`config.mk`:
```
export PLATFORM = sky130hd
export DESIGN_NAME = binary_to_decimal_ascii
export DESIGN_NICKNAME = d
export VERILOG_FILES = /design/src/design/b2da_pkg.sv /design/src/design/binary_to_decimal_ascii.sv /design/src/design/b2da_dabble.sv /design/src/design/b2da_count.sv /design/src/design/b2da_serial.sv
export VERILOG_INCLUDE_DIRS = /design/src /design/src/design
export SDC_FILE = /design/constraint.sdc
export NUM_CORES = 1
export LEC_CHECK = 0
export BUFFER_PORTS_ARGS = -buffer_cell sky130_fd_sc_hd__buf_2
export CAP_MARGIN = 40
export CORE_UTILIZATION = 35
export DETAILED_ROUTE_END_ITERATION = 16
export PLACE_DENSITY = 0.5
export SLEW_MARGIN = 15
export SYNTH_ARGS = -nofsm -noshare
export SYNTH_HDL_FRONTEND = slang
export SYNTH_HIERARCHICAL = 1
export SYNTH_SLANG_ARGS = --single-unit
```
`constraint.sdc`:
```
create_clock -name clk -period 10.7 [get_ports clk]
set_input_delay 0 -clock clk [delete_from_list [all_inputs] [get_ports clk]]
set_output_delay 0 -clock clk [all_outputs]
set_load 0.005 [all_outputs]
```
`src/design/binary_to_decimal_ascii_assert.svh`:
```
// -----------------------------------------------------------------------------
// Assertion macros for the binary to decimal ASCII converter
// Shared property forms, clocked on clk and disabled while arst_n is low.
// -----------------------------------------------------------------------------
`ifndef BINARY_TO_DECIMAL_ASCII_ASSERT_SVH
`define BINARY_TO_DECIMAL_ASCII_ASSERT_SVH

// The consequent must hold in the same cycle as the antecedent.
`define B2DA_ASSERT_NOW(label, ante, cons, msg) \
	label: assert property (@(posedge clk) disable iff (!arst_n) (ante) |-> (cons)) \
		else $error(msg);

// The consequent must hold in the cycle after the antecedent.
`define B2DA_ASSERT_NEXT(label, ante, cons, msg) \
	label: assert property (@(posedge clk) disable iff (!arst_n) (ante) |=> (cons)) \
		else $error(msg);

`endif

```
`src/design/b2da_pkg.sv`:
```
// -----------------------------------------------------------------------------
// b2da_pkg
// Widths, constants, stage payload types and the shift-and-add-3 helpers of
// the binary to decimal ASCII converter.
// -----------------------------------------------------------------------------
package b2da_pkg;

	localparam int WIDTH   = 32;
	localparam int VALUE_W = 32;
	// Input bits at or above WIDTH are ignored; bits above the port are zero.
	localparam int NBITS   = (WIDTH < VALUE_W) ? WIDTH : VALUE_W;
	localparam int DIGITS  = 10;
	localparam int BCD_W   = 4 * DIGITS;
	localparam int STEPS   = 8;
	localparam int NSTG    = (NBITS + STEPS - 1) / STEPS;
	localparam int PAD_W   = NSTG * STEPS;
	localparam int ASCII_W = 6;
	localparam int COUNT_W = 4;
	localparam int POS_W   = $clog2(DIGITS);

	localparam logic [3:0]         ADD_LIMIT  = 4'h5;
	localparam logic [3:0]         ADD_CORR   = 4'h3;
	localparam logic [ASCII_W-1:0] ASCII_ZERO = 6'h30;

	// Payload of one conversion stage: partial BCD and the input bits still
	// to be shifted in, most significant first.
	typedef struct packed {
		logic [BCD_W-1:0] bcd;
		logic [PAD_W-1:0] bits;
	} dab_t;

	// Finished conversion with its decimal digit count.
	typedef struct packed {
		logic [BCD_W-1:0]   bcd;
		logic [COUNT_W-1:0] count;
	} conv_t;

	function automatic logic [BCD_W-1:0] bcd_adjust(input logic [BCD_W-1:0] bcd);
		logic [BCD_W-1:0] res;
		logic [3:0]       nib;
		res = bcd;
		for (int k = 0; k < DIGITS; k++) begin
			nib = bcd[4*k +: 4];
			if (nib >= ADD_LIMIT) begin
				res[4*k +: 4] = nib + ADD_CORR;
			end
		end
		return res;
	endfunction

	function automatic dab_t dabble_step(input dab_t d);
		dab_t             r;
		logic [BCD_W-1:0] adj;
		adj    = bcd_adjust(d.bcd);
		r.bcd  = {adj[BCD_W-2:0], d.bits[PAD_W-1]};
		r.bits = {d.bits[PAD_W-2:0], 1'b0};
		return r;
	endfunction

endpackage

```
`src/design/binary_to_decimal_ascii.sv`:
```
// -----------------------------------------------------------------------------
// binary_to_decimal_ascii
// Converts an unsigned binary number to decimal by shift-and-add-3 and
// emits its ASCII digits, most significant first, leading zeros suppressed.
//
//   channel  | handshake          | payload
//   ---------+--------------------+------------------------------------------
//   input    | start, busy        | value
//   result   | strobe             | ascii_digit, digit_count, last_digit
//
// A number gives digit_count results (1 to 10) at the output; the
// serializer that emits one digit per cycle sets the sustained rate.
// The first digit reaches the ports through four conversion stages, the digit
// count stage and the serializer, each of which registers it once.
// The pipeline takes a new number every cycle until it backs up behind the
// serializer; busy is then high and start is ignored.
// arst_n clears all valid bits; results cannot be held off by the receiver.
// -----------------------------------------------------------------------------
module binary_to_decimal_ascii (
	input  logic                          clk,
	input  logic                          arst_n,
	input  logic                          start,
	output logic                          busy,
	input  logic [b2da_pkg::VALUE_W-1:0]  value,
	output logic                          strobe,
	output logic [b2da_pkg::ASCII_W-1:0]  ascii_digit,
	output logic [b2da_pkg::COUNT_W-1:0]  digit_count,
	output logic                          last_digit
);

	b2da_pkg::dab_t   dab_in;
	b2da_pkg::dab_t   dab_out;
	b2da_pkg::conv_t  conv;
	logic             dab_ready;
	logic             dab_valid;
	logic             cnt_ready;
	logic             conv_valid;
	logic             ser_ready;

	always_comb begin
		dab_in.bcd  = '0;
		dab_in.bits = b2da_pkg::PAD_W'(value[b2da_pkg::NBITS-1:0]);
	end

	assign busy = !dab_ready;

	b2da_dabble u_dabble (
		.clk       (clk),
		.arst_n    (arst_n),
		.in_valid  (start),
		.in_data   (dab_in),
		.in_ready  (dab_ready),
		.out_valid (dab_valid),
		.out_data  (dab_out),
		.out_ready (cnt_ready)
	);

	b2da_count u_count (
		.clk       (clk),
		.arst_n    (arst_n),
		.in_valid  (dab_valid),
		.in_data   (dab_out),
		.in_ready  (cnt_ready),
		.out_valid (conv_valid),
		.out_data  (conv),
		.out_ready (ser_ready)
	);

	b2da_serial u_serial (
		.clk         (clk),
		.arst_n      (arst_n),
		.in_valid    (conv_valid),
		.in_data     (conv),
		.in_ready    (ser_ready),
		.strobe      (strobe),
		.ascii_digit (ascii_digit),
		.digit_count (digit_count),
		.last_digit  (last_digit)
	);

endmodule

```
`src/design/b2da_dabble.sv`:
```
// -----------------------------------------------------------------------------
// b2da_dabble
// Shift-and-add-3 pipeline: each register stage takes in eight input bits.
// -----------------------------------------------------------------------------
module b2da_dabble (
	input  logic              clk,
	input  logic              arst_n,
	input  logic              in_valid,
	input  b2da_pkg::dab_t    in_data,
	output logic              in_ready,
	output logic              out_valid,
	output b2da_pkg::dab_t    out_data,
	input  logic              out_ready
);

	logic [b2da_pkg::NSTG-1:0] valid_s;
	b2da_pkg::dab_t            data_s [b2da_pkg::NSTG];

	logic [b2da_pkg::NSTG:0]   adv;
	logic [b2da_pkg::NSTG-1:0] stg_vin;
	b2da_pkg::dab_t            stg_din  [b2da_pkg::NSTG];
	b2da_pkg::dab_t            stg_next [b2da_pkg::NSTG];

	// A stage may load when it is empty or its content moves on.
	always_comb begin
		adv[b2da_pkg::NSTG] = out_ready;
		for (int i = b2da_pkg::NSTG - 1; i >= 0; i--) begin
			adv[i] = !valid_s[i] || adv[i+1];
		end
	end

	always_comb begin
		for (int i = 0; i < b2da_pkg::NSTG; i++) begin
			if (i == 0) begin
				stg_vin[i] = in_valid;
				stg_din[i] = in_data;
			end else begin
				stg_vin[i] = valid_s[i-1];
				stg_din[i] = data_s[i-1];
			end
			stg_next[i] = stg_din[i];
			for (int s = 0; s < b2da_pkg::STEPS; s++) begin
				stg_next[i] = b2da_pkg::dabble_step(stg_next[i]);
			end
		end
	end

	always_ff @(posedge clk or negedge arst_n) begin
		if (!arst_n) begin
			valid_s <= '0;
		end else begin
			for (int i = 0; i < b2da_pkg::NSTG; i++) begin
				if (adv[i]) begin
					valid_s[i] <= stg_vin[i];
				end
			end
		end
	end

	always_ff @(posedge clk) begin
		for (int i = 0; i < b2da_pkg::NSTG; i++) begin
			if (adv[i] && stg_vin[i]) begin
				data_s[i] <= stg_next[i];
			end
		end
	end

	assign in_ready  = adv[0];
	assign out_valid = valid_s[b2da_pkg::NSTG-1];
	assign out_data  = data_s[b2da_pkg::NSTG-1];

endmodule

```
`src/design/b2da_count.sv`:
```
// -----------------------------------------------------------------------------
// b2da_count
// Finds the number of significant decimal digits of a finished conversion.
// -----------------------------------------------------------------------------
module b2da_count (
	input  logic             clk,
	input  logic             arst_n,
	input  logic             in_valid,
	input  b2da_pkg::dab_t   in_data,
	output logic             in_ready,
	output logic             out_valid,
	output b2da_pkg::conv_t  out_data,
	input  logic             out_ready
);

	logic                              valid_s5;
	b2da_pkg::conv_t                   conv_s5;
	logic [b2da_pkg::COUNT_W-1:0]      count;

	// The highest nonzero digit sets the count; zero still has one digit.
	always_comb begin
		count = b2da_pkg::COUNT_W'(1);
		for (int k = 0; k < b2da_pkg::DIGITS; k++) begin
			if (in_data.bcd[4*k +: 4] != 4'h0) begin
				count = b2da_pkg::COUNT_W'(k + 1);
			end
		end
	end

	assign in_ready = !valid_s5 || out_ready;

	always_ff @(posedge clk or negedge arst_n) begin
		if (!arst_n) begin
			valid_s5 <= 1'b0;
		end else if (in_ready) begin
			valid_s5 <= in_valid;
		end
	end

	always_ff @(posedge clk) begin
		if (in_ready && in_valid) begin
			conv_s5.bcd   <= in_data.bcd;
			conv_s5.count <= count;
		end
	end

	assign out_valid = valid_s5;
	assign out_data  = conv_s5;

endmodule

```
`src/design/b2da_serial.sv`:
```
// -----------------------------------------------------------------------------
// b2da_serial
// Emits the digits of one conversion as ASCII, most significant first, one
// per cycle, and takes the next conversion on the cycle of the last digit.
// -----------------------------------------------------------------------------
`include "binary_to_decimal_ascii_assert.svh"

module b2da_serial (
	input  logic                          clk,
	input  logic                          arst_n,
	input  logic                          in_valid,
	input  b2da_pkg::conv_t               in_data,
	output logic                          in_ready,
	output logic                          strobe,
	output logic [b2da_pkg::ASCII_W-1:0]  ascii_digit,
	output logic [b2da_pkg::COUNT_W-1:0]  digit_count,
	output logic                          last_digit
);

	logic                          active_q;
	logic [b2da_pkg::BCD_W-1:0]    bcd_q;
	logic [b2da_pkg::COUNT_W-1:0]  count_q;
	logic [b2da_pkg::POS_W-1:0]    pos_q;
	logic                          load;
	logic [3:0]                    nib;

	assign in_ready = !active_q || (pos_q == '0);
	assign load     = in_valid && in_ready;

	always_ff @(posedge clk or negedge arst_n) begin
		if (!arst_n) begin
			active_q <= 1'b0;
		end else if (load) begin
			active_q <= 1'b1;
		end else if (active_q && (pos_q == '0)) begin
			active_q <= 1'b0;
		end
	end

	always_ff @(posedge clk) begin
		if (load) begin
			bcd_q   <= in_data.bcd;
			count_q <= in_data.count;
			pos_q   <= b2da_pkg::POS_W'(in_data.count - 1'b1);
		end else if (active_q) begin
			pos_q   <= pos_q - 1'b1;
		end
	end

	assign nib         = bcd_q[4*pos_q +: 4];
	assign strobe      = active_q;
	assign ascii_digit = b2da_pkg::ASCII_ZERO + {2'b00, nib};
	assign digit_count = count_q;
	assign last_digit  = (pos_q == '0);

	`B2DA_ASSERT_NEXT(a_run_unbroken, strobe && !last_digit, strobe && $stable(digit_count), "digit run broken off")
	`B2DA_ASSERT_NOW(a_count_range, strobe, (digit_count != '0) && (digit_count <= b2da_pkg::COUNT_W'(b2da_pkg::DIGITS)), "digit count out of range")
	`B2DA_ASSERT_NOW(a_no_lead_zero, strobe && !last_digit && (pos_q == b2da_pkg::POS_W'(count_q - 1'b1)), ascii_digit != b2da_pkg::ASCII_ZERO, "leading zero emitted")

endmodule

```
# After elaboration in Yosys (flattened, before gate mapping)
# Memories as Yosys holds them, arrays and structs flattened.
# Cells that the tools add are included.
[classes]
addsub = 271
n_mul = 0
div = 0
order_cmp = 268
n_eq_ne = 0
shift = 1
mux = 288
bitwise = 0
n_reduce_logical = 33
[op_table]
columns = ["operator", "n"]
rows = [
  ["4-bit by 3-bit greater-or-equal comparator with 1-bit output, second input constant", 261],
  ["4-bit 2-to-1 mux", 251],
  ["4-bit by 2-bit adder with 4-bit output, second input constant", 237],
  ["3-bit by 2-bit adder with 3-bit output, second input constant", 24],
  ["3-bit 2-to-1 mux", 24],
  ["40-bit by 7-bit indexed part select with 4-bit output", 1],
  ["4-bit nonzero test", 9],
  ["1-bit by 2-bit adder with 3-bit output, second input constant", 7],
  ["1-bit by 3-bit greater-or-equal comparator with 1-bit output, second input constant", 7],
  ["1-bit 2-to-1 mux", 10],
  ["4-bit by 1-bit subtractor with 4-bit output, second input constant", 2],
  ["1-bit logical AND", 7],
  ["1-bit zero test", 7],
  ["5-bit by 5-bit adder with 6-bit output, first input constant", 1],
  ["1-bit logical OR", 6],
  ["2-bit 2-to-1 mux", 3],
  ["4-bit zero test", 1],
  ["2-bit nonzero test", 2],
  ["3-bit OR reduction", 1],
]
[totals]
reg_bits = 98
latchBits = 0
mem_bits_rw = 256
mem_bits_ro = 0
in_bits = 35
out_inout_bits = 13
word_cells = 874
mem_count = 1
[mem_list]
columns = ["memory", "depth", "word_bits", "read_ports", "rd_ports_with_merged_regs", "wr", "line_no", "text"]
rows = [
  ["u_dabble.data_s", 4, 64, 4, 0, 4, "b2da_dabble.sv:17", "b2da_pkg::dab_t data_s [b2da_pkg::NSTG];"],
]

# Depth between registers and ports, before layout
# An unclocked memory read counts as a cell.
[logic_depth]
word_depth = 17
ltp_mapped = 38
depth_no_buf = 37

# Modules after synthesis
# The synthesis kept the hierarchy.
[modules_own_cells]
columns = ["module", "instances", "cells_per_inst", "area_per_inst_um2", "seq_area_each_um2"]
rows = [
  ["b2da_dabble", 1, 6205, 45313.5, 6346.1],
  ["b2da_serial", 1, 124, 2059.5, 1466.4],
  ["b2da_count", 1, 69, 1521.5, 1346.3],
  ["binary_to_decimal_ascii", 1, 2, 7.5, 0.0],
]

# Worst setup path before layout
# Ideal clock, no wire load.
[synth_timing]
path_kind = "register to register"
startpoint = "memory u_dabble/data_s[2][52] in the netlist's numbering"
endpoint = "memory u_dabble/data_s[3][61] in the netlist's numbering, data pin"
setup_time_ps = 264
arrival_time_ps = 6444
required_time_ps = 10436
slack_ps = 3991
path_stages_with_launch = 34
n_path_buf = 1
period_less_slack_ps = 6709
path_cell_list = "edfxtp_1 > inv_1 > ha_1 > nor2b_1 > o31ai_1 > nor2_1 > inv_1 > ha_1 > o32a_1 > o32ai_2 > nor3_1 > or2_0 > clkbuf_1 > inv_1 > ha_1 > inv_1 > maj3_1 > o221ai_1 > a21oi_1 > ha_1 > a211oi_1 > o211ai_1 > mux2i_2 > inv_1 > o21ai_1 > xor2_1 > ha_1 > o21bai_1 > a21oi_1 > a31oi_1 > ha_1 > nor2b_1 > o21ba_2 > xor2_1"
[synth_lines]
columns = ["element", "line_no"]
rows = [
  ["start, declared", "b2da_dabble.sv:17"],
]

==> results.rst <==
.. list-table::
   :header-rows: 1

   * - Metric
     - Value
   * - Result of the run
     - finished clean
   * - Post-detailed-route DRC marker count
     - 0
   * - Crit start category
     - flop
   * - Largest stage delay on the critical path
     - 0.56 ns
   * - Total die area
     - 141000 um^2
   * - Final worst path period share
     - 72.1%
   * - Highest net fanout along the worst path
     - 12
   * - Root Buffer Master
     - sky130_fd_sc_hd__clkbuf_16
   * - Total number of vias
     - 46300
   * - Maximum clock frequency
     - 130 MHz
   * - Total number of placement rows
     - 136
   * - Total core area
     - 138000 um^2
   * - Antenna violations before repair
     - 0
   * - Number of clock sinks seen by CTS
     - 306
   * - TritonRoute pass-1 iters
     - 5
   * - Total I/O pin count
     - 48
   * - Total gr overflow
     - 0
   * - Vias in the first global route
     - 41100
   * - Critical path data arrival time
     - 8.06 ns
   * - Start of the worst register-to-register path
     - u_dabble/data_s[2][24]
   * - Fillers
     - 14000
   * - Final wirelength
     - 108000 um
   * - Class of the tightest hold or removal check
     - input port to flop
   * - HPWL after DPL
     - 82800 um
   * - Launch point of the worst hold path
     - value[11]
   * - Clock buffer depth
     - 3
   * - Cells on worst reg2reg path
     - 32
   * - Endpoint required time on the critical path
     - 11.05 ns
   * - Number of instances on the worst hold path
     - 2
   * - Final critical-path setup slack
     - 2.98 ns
   * - Global-route wire length before repair
     - 188000 um
   * - Fin Clk Skew
     - 0.0604 ns
   * - Clock insertion delay at the later pin of the skew report
     - 0.63 ns
   * - Post-Place Worst Slack
     - 3.00 ns
   * - CTS tree
     - yes
   * - Type of the worst setup path
     - flop to flop
   * - First-iteration detailed-routing DRC count
     - 2656
   * - Die boundary width
     - 375 um
   * - Internal reg-to-reg setup slack
     - 2.98 ns
   * - Post-Syn Instances
     - 6367
   * - Count of cells resized by post-cts repair
     - 0
   * - Global routing usage summed across all routing layers
     - 14.7%
   * - Cell area after synthesis
     - 48700 um^2
   * - Most frequent cell on the critical path
     - sky130_fd_sc_hd__ha_1
   * - Number of warning messages in the yosys log
     - 6
   * - Aggregate negative setup slack
     - 0 ns
   * - Number of buffers added by the clock tree synthesis step
     - 42
   * - Final setup violation count
     - 0
   * - Share of layout cells above drive strength 1
     - 9.10%
   * - Worst Hold Path EP
     - u_dabble/data_s[0][11]
   * - Final net count
     - 6804
   * - Effective utilization at floorplan
     - 35.3%
   * - Routability cong.
     - 0.824
   * - Transition at the pin with the smallest max-transition slack
     - 0.854 ns
   * - Number of cells in the finished layout apart from fillers
     - 8333
   * - RSZ-0062 raised after global routing
     - no
   * - Number of buffer cells added on primary ports
     - 45
   * - CTS clock-pin slew for the worst setup and hold paths
     - 0.06 ns
   * - Period minus WS final
     - 7.72 ns
   * - Largest net degree at the start of global routing
     - 57
   * - Antenna cell count
     - 0
   * - End of the worst register-to-register path
     - u_dabble/data_s[3][39]
   * - Remaining max-slew budget at the tightest pin
     - 42.7%
   * - Vias/cell
     - 5.55
   * - Slowest CP cell
     - sky130_fd_sc_hd__edfxtp_1
   * - CP endpoint kind
     - flop
   * - Die height
     - 375 um
   * - Number of H-tree levels
     - 2
   * - DR WL/cell
     - 13.0 um
   * - DRT antenna net count
     - 0
   * - Layout overhead on the synthesized area
     - 8.71%
   * - Number of maximum-capacitance constraint violations
     - 0
   * - Max-slew violation count
     - 0
   * - Number of hold-slack violations in the final timing report
     - 0
   * - Cell count after placement
     - 8224
   * - Mean instance size in the synthesized netlist
     - 7.64 um^2
==> metrics by stage <==
stage | area, um^2 | util [%] | hold slack (ns)
6_report | 52900 | 38.4 | 0.0715
3_3_place_gp | 51100 | 37.1 | -0.150
5_1_grt | 52900 | 38.4 | 0.0578
3_5_place_dp | 51200 | 37.2 | -0.150
4_1_cts | 52900 | 38.4 | 0.0285
2_1_floorplan | 49300 | - | -0.296
==> cell type report <==
class	count	area [um^2]	area share [%]
flip-flops and latches	306	9160	17.3
clock buffers	47	1070	2.02
multi-input cells	5652	37800	71.5
clock inverters	27	279	0.527
inverters	395	1480	2.81
repair buffers	112	841	1.59
well taps	1794	2240	4.24
==> routing by layer <==
metal / track usage (%) / wire length (um) / vias to the layer above / part of all wire [%]
li1: - / - / 24500 / -
met1: 21.2 / 57000 / 21200 / 53
met2: 23.7 / 47500 / 506 / 44
met3: 1.43 / 2650 / 73 / 2.4
met4: 2.48 / 1180 / 0 / 1.1
met5: 0 / 0 / - / 0
==> worst max-delay path by stage <==
stage / to / start / depth (start not counted)
finish: u_dabble/data_s[3][39] / u_dabble/data_s[2][24] / 32
global route: u_dabble/data_s[3][39] / u_dabble/data_s[2][24] / 32
CTS: u_dabble/data_s[2][52] / u_dabble/data_s[1][40] / 33
detailed placement: u_dabble/data_s[2][52] / u_dabble/data_s[1][40] / 33
global placement: u_dabble/data_s[3][57] / u_dabble/data_s[2][52] / 28
floorplan: u_dabble/data_s[3][61] / u_dabble/data_s[2][52] / 33
==> worst max-delay path, delay by kind of cell (launching register included) <==
family / cells / cell delay [ns]
AO/OA/AOI/OAI: 14 / 3.11
XOR/XNOR: 1 / 0.52
adder cells (fa/ha/maj): 6 / 1.56
buffers and inverters: 5 / 0.66
flip-flops: 1 / 0.56
multiplexers: 1 / 0.21
AND/OR/NAND/NOR: 5 / 0.83
==> flip-flops by register name, indices dropped and copies added (netlist names) <==
name / cells
u_dabble/valid_s: 4
u_dabble/data_s: 208
u_serial/strobe: 1
u_serial/pos_q: 4
u_serial/bcd_q: 40
u_count/out_valid: 1
u_serial/digit_count: 4
u_count/out_data: 44
==> repair_timing <==
action / CTS / global route
hold endpoints to repair: 55 / 0
hold buffers: 32 / 0
setup buffers: 0 / 0
==> cell usage in the layout, fill, tap and decap left out, drive strengths merged, types with 173 or more instances in the layout <==
| master | instances |
|---|---|
| o21ai | 509 |
| mux2i | 205 |
| nor3 | 183 |
| a21oi | 531 |
| ha | 260 |
| nand2 | 536 |
| edfxtp | 300 |
| inv | 397 |
| nand3 | 232 |
| conb | 173 |
| nor2 | 500 |
Power is not shown: default switching activity piles up to over one toggle a cycle in this logic, so the estimate is an artifact.
